==> config.mk <==
export PLATFORM = sky130hd
export DESIGN_NAME = vucrp_ctrl
export DESIGN_NICKNAME = d
export VERILOG_FILES = /design/src/rtl/core/vucrp_pkg.sv /design/src/rtl/core/vucrp_ctrl.sv
export SDC_FILE = /design/constraint.sdc
export NUM_CORES = 1
export LEC_CHECK = 0
export ABC_CLOCK_PERIOD_IN_PS = 1400
export BUFFER_PORTS_ARGS = -buffer_cell sky130_fd_sc_hd__buf_2
export CAP_MARGIN = 0
export CORE_MARGIN = 1
export CORE_UTILIZATION = 44
export CTS_CLUSTER_SIZE = 8
export DETAILED_ROUTE_END_ITERATION = 7
export PLACE_DENSITY = 0.78
export SETUP_SLACK_MARGIN = 0.3
export SLEW_MARGIN = 20
export SYNTH_ARGS = -nofsm -noshare
export SYNTH_HDL_FRONTEND = slang
export SYNTH_SLANG_ARGS = --single-unit
==> constraint.sdc <==
create_clock -name clk -period 1.4 [get_ports clk]
set_input_delay 0.28 -clock clk [delete_from_list [all_inputs] [get_ports clk]]
set_output_delay 0.28 -clock clk [all_outputs]
set_load 0.02 [all_outputs]
==> src/rtl/core/vucrp_pkg.sv <==
// Package with the shared types, codes and constants of the video unit register port.
`default_nettype none
package vucrp_pkg;
	localparam int NAME_TABLE_BYTES_DEF = 4096;
	localparam int LAST_VISIBLE_LINE_DEF = 239;
	localparam int PATTERN_BYTES = 8192;
	localparam int PAT_AW = $clog2(PATTERN_BYTES);

	localparam logic [1:0] KIND_READ = 2'd0;
	localparam logic [1:0] KIND_WRITE = 2'd1;
	localparam logic [1:0] KIND_VBLANK = 2'd2;

	localparam logic [2:0] REG_CTRL = 3'd0;
	localparam logic [2:0] REG_MASK = 3'd1;
	localparam logic [2:0] REG_STATUS = 3'd2;
	localparam logic [2:0] REG_OAM_ADDR = 3'd3;
	localparam logic [2:0] REG_OAM_DATA = 3'd4;
	localparam logic [2:0] REG_SCROLL = 3'd5;
	localparam logic [2:0] REG_ADDR = 3'd6;
	localparam logic [2:0] REG_DATA = 3'd7;

	localparam logic [2:0] MIR_HORZ = 3'd0;
	localparam logic [2:0] MIR_VERT = 3'd1;
	localparam logic [2:0] MIR_UPPER = 3'd2;
	localparam logic [2:0] MIR_LOWER = 3'd3;
	localparam logic [2:0] MIR_FOUR = 3'd4;

	localparam logic CFG_MIRROR = 1'b0;
	localparam logic CFG_DISABLE = 1'b1;

	typedef struct packed {
		logic [1:0] kind;
		logic [2:0] register_select;
		logic [7:0] write_data;
		logic debug_peek;
		logic [8:0] scanline;
	} vucrp_req_t;

	typedef struct packed {
		logic [7:0] read_data;
		logic nmi_request;
	} vucrp_rsp_t;

	typedef struct packed {
		logic load;
		logic commit;
		logic clr_we;
		logic [PAT_AW-1:0] clr_addr;
	} vucrp_cmd_t;
endpackage
`default_nettype wire

==> src/rtl/core/vucrp_ctrl.sv <==
// Controller state machine that sequences the clearing pass and each word.
`default_nettype none
module vucrp_ctrl import vucrp_pkg::*; (
	input wire logic clk,
	input wire logic arst_n,
	input wire logic req_valid,
	output logic req_stall,
	output logic rsp_valid,
	input wire logic rsp_stall,
	output vucrp_cmd_t cmd
);
	localparam logic [1:0] S_CLEAR = 2'd0;
	localparam logic [1:0] S_IDLE = 2'd1;
	localparam logic [1:0] S_RD = 2'd2;
	localparam logic [1:0] S_FIN = 2'd3;

	logic [1:0] state_q;
	logic [PAT_AW-1:0] clr_cnt_q;
	logic rsp_valid_q;
	logic out_free;
	logic load;
	logic commit;

	assign out_free = !rsp_valid_q || !rsp_stall;
	assign commit = (state_q == S_FIN) && out_free;
	assign req_stall = !((state_q == S_IDLE) || commit);
	assign load = req_valid && !req_stall;
	assign rsp_valid = rsp_valid_q;

	assign cmd.load = load;
	assign cmd.commit = commit;
	assign cmd.clr_we = (state_q == S_CLEAR);
	assign cmd.clr_addr = clr_cnt_q;

	always_ff @(posedge clk or negedge arst_n) begin
		if (!arst_n) begin
			state_q <= S_CLEAR;
			clr_cnt_q <= '0;
			rsp_valid_q <= 1'b0;
		end else begin
			if (commit) begin
				rsp_valid_q <= 1'b1;
			end else if (!rsp_stall) begin
				rsp_valid_q <= 1'b0;
			end
			case (state_q)
				S_CLEAR: begin
					clr_cnt_q <= clr_cnt_q + 1'b1;
					if (clr_cnt_q == PAT_AW'(PATTERN_BYTES - 1)) begin
						state_q <= S_IDLE;
					end
				end
				S_IDLE: begin
					if (load) begin
						state_q <= S_RD;
					end
				end
				S_RD: begin
					state_q <= S_FIN;
				end
				S_FIN: begin
					if (commit) begin
						state_q <= load ? S_RD : S_IDLE;
					end
				end
				default: begin
					state_q <= S_IDLE;
				end
			endcase
		end
	end
endmodule
`default_nettype wire

# --- After elaboration in Yosys (flattened, before gate mapping) ---
# Cells that the tools add are included.
totals:
  regBits: 16
  wordCells: 28
  input_bits: 4
classes:
  addsub: 1
  n_mux: 7
  n_reduce_logical: 9
  n_eq_ne: 8
ops:
  columns: ["cell", "n"]
  rows:
  - ["$add A13 B1 Y13 const B", 1]
  - ["$eq A13 B13 Y1 const B", 1]
  - ["$mux W2", 4]
  - ["$pmux W2 S4", 1]
  - ["$eq A2 B2 Y1 const B", 2]
  - ["$ne A2 B1 Y1 const B", 2]
  - ["$ne A2 B2 Y1 const B", 2]
  - ["$logic_not A1 Y1", 3]
  - ["$reduce_and A3 Y1", 1]
  - ["$eq A2 B1 Y1 const B", 1]
  - ["$logic_and A1 B1 Y1", 2]
  - ["$logic_not A2 Y1", 1]
  - ["$logic_or A1 B1 Y1", 2]
  - ["$mux W1", 2]

# --- Logic depth before layout (Yosys ltp) ---
logic_depth:
  depth_word: 8
  depth_mapped: 5

# --- Least setup slack after synthesis ---
# OpenSTA, ideal clock, no wires.
synth_path:
  kind: "flip-flop to flip-flop"
  from: "reg clr_cnt_q[0]"
  to: "reg clr_cnt_q[12]"
  setup_time_ps: 80
  arrival_ps: 1519
  slack_ps: -199
  path_stages_with_launch: 6
  n_path_buf: 1
  path_cell_list: "dfrtp_1 ha_1 or3b_1 clkbuf_1 nor4_2 xor2_1"
synth_via:
  elab_chain_len: 1
synth_lines:
  columns: ["element", "line", "text"]
  rows:
  - ["start: declaration", "vucrp_ctrl.sv:18", "logic [PAT_AW-1:0] clr_cnt_q;"]
  - ["start signal: assignment", "vucrp_ctrl.sv:48", "clr_cnt_q <= clr_cnt_q + 1'b1;"]
  - ["$add A13 B1 Y13", "vucrp_ctrl.sv:48", null]
# No other way between the ends.
# A chain may end at the register's enable or synchronous reset.

==> metrics.csv <==
stage,metric,value,unit
timing,finalCritPeriodShare,107,%
timing,final_period_minus_worst_setup_slack,1.50,ns
clocking,cts_tree,built,
synth,synthesis.yosys.warnings,0,
worst_setup_path,arrival,1.22,ns
placed_design,pre_cts_slack,-0.0472,ns
power,switching_share,39.6,%
timing,max_slew.worst_pin.slew,0.367,ns
power,proportion_of_power_drawn_by_the_clock_network,9.6,%
worst_setup_path,cp_cell_sequence,buf_6 -> nand3_4 -> and3_4 -> buf_6,
timing,setup_viol_count_final,9,
worst_setup_path,critPathRequiredTime,1.12,ns
synth,synthesis.area,756,sq um
placed_design,hpwlAfterDp,1050,um
cells_and_area,leading_cell_type_in_the_layout_fill_and_taps_excluded,buf_6,
floorplan,floorplan.initialDensity,48.5,%
timing,max-slew-margin-rel,75.5,%
cells_and_area,layout_common_cells,"buf_6, buf_4, dfrtp_2, nand2_1, xor2_1",
grt,grt_max_degree,17,
worst_setup_path,path_common_cell,buf_6,
cells_and_area,fin_nets,128,
status,violations,"design-rule violations, negative setup slack",
cells_and_area,flow.area_growth_from_synthesis,96.4,%
grt,grt_first_pass_wirelength,3330,um
clocking,insertion_delay,0.29,ns
power,cell_internal_pwr,1.69,mW
worst_setup_path,timing.critical_path.from_type,register,
worst_setup_path,setup.worst_path.end_class,output pin,
floorplan,die_extent_in_y,43.4,um
grt,antenna_violations_before_repair,0,
synth,postSynthCellCount,66,
power,power-per-cell-area,1880,nW/um^2
clocking,clockRootBuffer,clkbuf_4,
synth,synth-seq-cells,16,
drt,postRouteAntennaNets,0,
worst_setup_path,timing_worst_setup_path_type,reg2out,
run,maxCapViolCount,0,
placed_design,gpl.final_weighted_congestion,0.759,
timing,hold_viol,0,
drt,detail_route.vias_per_cell,5.84,
drt,drt-total-wl,2880,um
grt,grt_pass1_vias,673,
power,p_leak,0.757,nW
synth,synth_fp_nets,71,
clocking,h_tree_lvl_count,1,
floorplan,floorplan.die.width,43.4,um
clocking,cts_sink_cnt,16,
cells_and_area,utilization,95.2,%
floorplan,io_pins,22,
power,p_seq_share,27.7,%
clocking,cts_inserted_buffers,3,
timing,final_critical_path_setup_slack,-0.103,ns
synth,ys_types,24,
power,ir_worst_vdd,1750,uV
cells_and_area,num-fill-cells,41,
worst_setup_path,crit_path_max_fanout,4,
timing,timing.fmax,0.665,GHz
grt,grt.total_usage,25.2,%
placed_design,buffer_ports.inserted,21,
synth,synthesis.area_per_instance,11.5,sq um
cells_and_area,final-seq-area,414,sq um
placed_design,numPlacedInstances,106,
drt,remaining_drc_errors,4,
timing,totalNegativeSetupSlack,-0.560,ns
power,power.switching,1.11,mW
timing,rsz0062_at_grt,true,
worst_hold_path,hold_path_class,in2reg,
drt,routedWlPerCell,20.9,um
drt,routed-via-count,806,
cells_and_area,layoutNonFillerInstCount,138,
drt,drtIter0Drc,32,
timing,slew_violations,0,
timing,final.setup_skew,0.00284,ns
power,share_comb_of_total_power,62.7,%
floorplan,placeableCoreArea,1560,sq um
floorplan,floorplan.die_area,1890,sq um
clocking,maximum_clock_path_buffer_count,2,
floorplan,placement_rows,14,
clocking,worst_setup_hold_path_clk_slew,0.10,ns
worst_setup_path,critPathMaxStageDelay,0.42,ns
synth,synth-seq-area-share,53.0,%
grt,globalRoute.totalOverflow,0,
status,outcome,"complete, but fails checks",
worst_setup_path,worst_path_max_delay_cell,dfrtp_1,
drt,drt-pass1-iter-count,6,
cells_and_area,fraction_of_final_layout_cells_sized_beyond_drive_strength_1,73.0,%
cells_and_area,multiInputGateArea,480,sq um
cells_and_area,diodes,0,
timing,finalHoldWorstSlack,0.254,ns
layout make-up:
class                   instances  share of cell area [%]
inverters                       2                   0.506
clock buffers                   4                    1.77
multi-input cells              45                    32.4
well taps                      16                    1.35
repair buffers                 55                    36.1
flip-flops and latches         16                    27.9
logic make-up after synthesis:
kind of cell               share of synthesized area [%]
AOI/OAI and AO/OA                                   2.98
DFF                                                 53.0
xor gates and xnor gates                            13.9
adders and majority gates                           1.66
buffers and inverters                               3.48
and+or+nand+nor                                     23.5
muxes                                               1.49
synth_stat cells, drive strengths merged:
library cell	instances	share of area, %
nand4bb	1	1.5
mux2	1	1.5
or3b	1	1.2
dfrtp	16	53
a22o	1	1.2
inv	2	0.99
nand4	4	5.3
nor4	2	2.5
nor2	3	1.5
xnor2	5	5.8
nand2	8	4.0
xor2	7	8.1
a21oi	2	1.8
or4	1	1.5
and3	1	0.83
buf	2	2.0
nor3	4	3.3
nand3	3	2.0
clkbuf	1	0.50
ha	1	1.7
flip-flops by register name (all words and copies together), names as in the netlist:
| signal | count |
|---|---|
| clr_cnt_q | 13 |
| rsp_valid | 1 |
| state_q | 2 |
final timing paths:
check                           slack, ns            to  cells after the start          from
worst max-delay path                -0.10       cmd[15]                      4    state_q[1]
worst min-delay path                 0.25    state_q[1]                      2     req_valid
max in group asynchronous            0.69  clr_cnt_q[1]                      2        arst_n
min in group asynchronous            0.42  clr_cnt_q[9]                      2        arst_n
worst min register to register       0.52  clr_cnt_q[9]                      1  clr_cnt_q[9]
worst max register to register      -0.10  clr_cnt_q[8]                      4    state_q[0]
per-stage QoR:
step | total power [mW] | area, sq um
finish | 2.80 | 1480
global route | 2.89 | 1480
CTS | 2.48 | 1360
detailed placement | 1.61 | 938
global placement | 1.58 | 938
floorplan | 1.30 | 788
layer usage:
layer / part of all wire (%) / wire (um) / up-vias / global-route usage [%]
met1: 37 / 1080 / 400 / 31.3
met5: 0 / 0 / - / 0
li1: - / - / 340 / -
met4: 4.0 / 114 / 0 / 11.3
met2: 52 / 1500 / 54 / 42.4
met3: 6.7 / 193 / 12 / 5.00
critical path, delay by kind of cell (launching register included):
family	cells	cell delay, ns
flops	1	0.42
buf+inv	2	0.26
simple gates	2	0.26
power groups by stage:
| stage | Combinational, mW | Sequential [mW] | Clock (mW) |
|---|---|---|---|
| floorplan | 0.387 | 0.911 | 0 |
| global placement | 0.810 | 0.766 | 0 |
| detailed placement | 0.834 | 0.772 | 0 |
| CTS | 1.48 | 0.741 | 0.254 |
| global route | 1.83 | 0.778 | 0.284 |
| finish | 1.75 | 0.774 | 0.269 |
what timing repair did:
action / in CTS / in global routing
setup endpoints to repair: 31 / 32
resized for setup: 62 / 14
setup buffers: 19 / 8
hold buffers: 1 / 0
pin swaps: 14 / 7
hold endpoints to repair: 16 / 0
(Power assumes the default switching activity.)
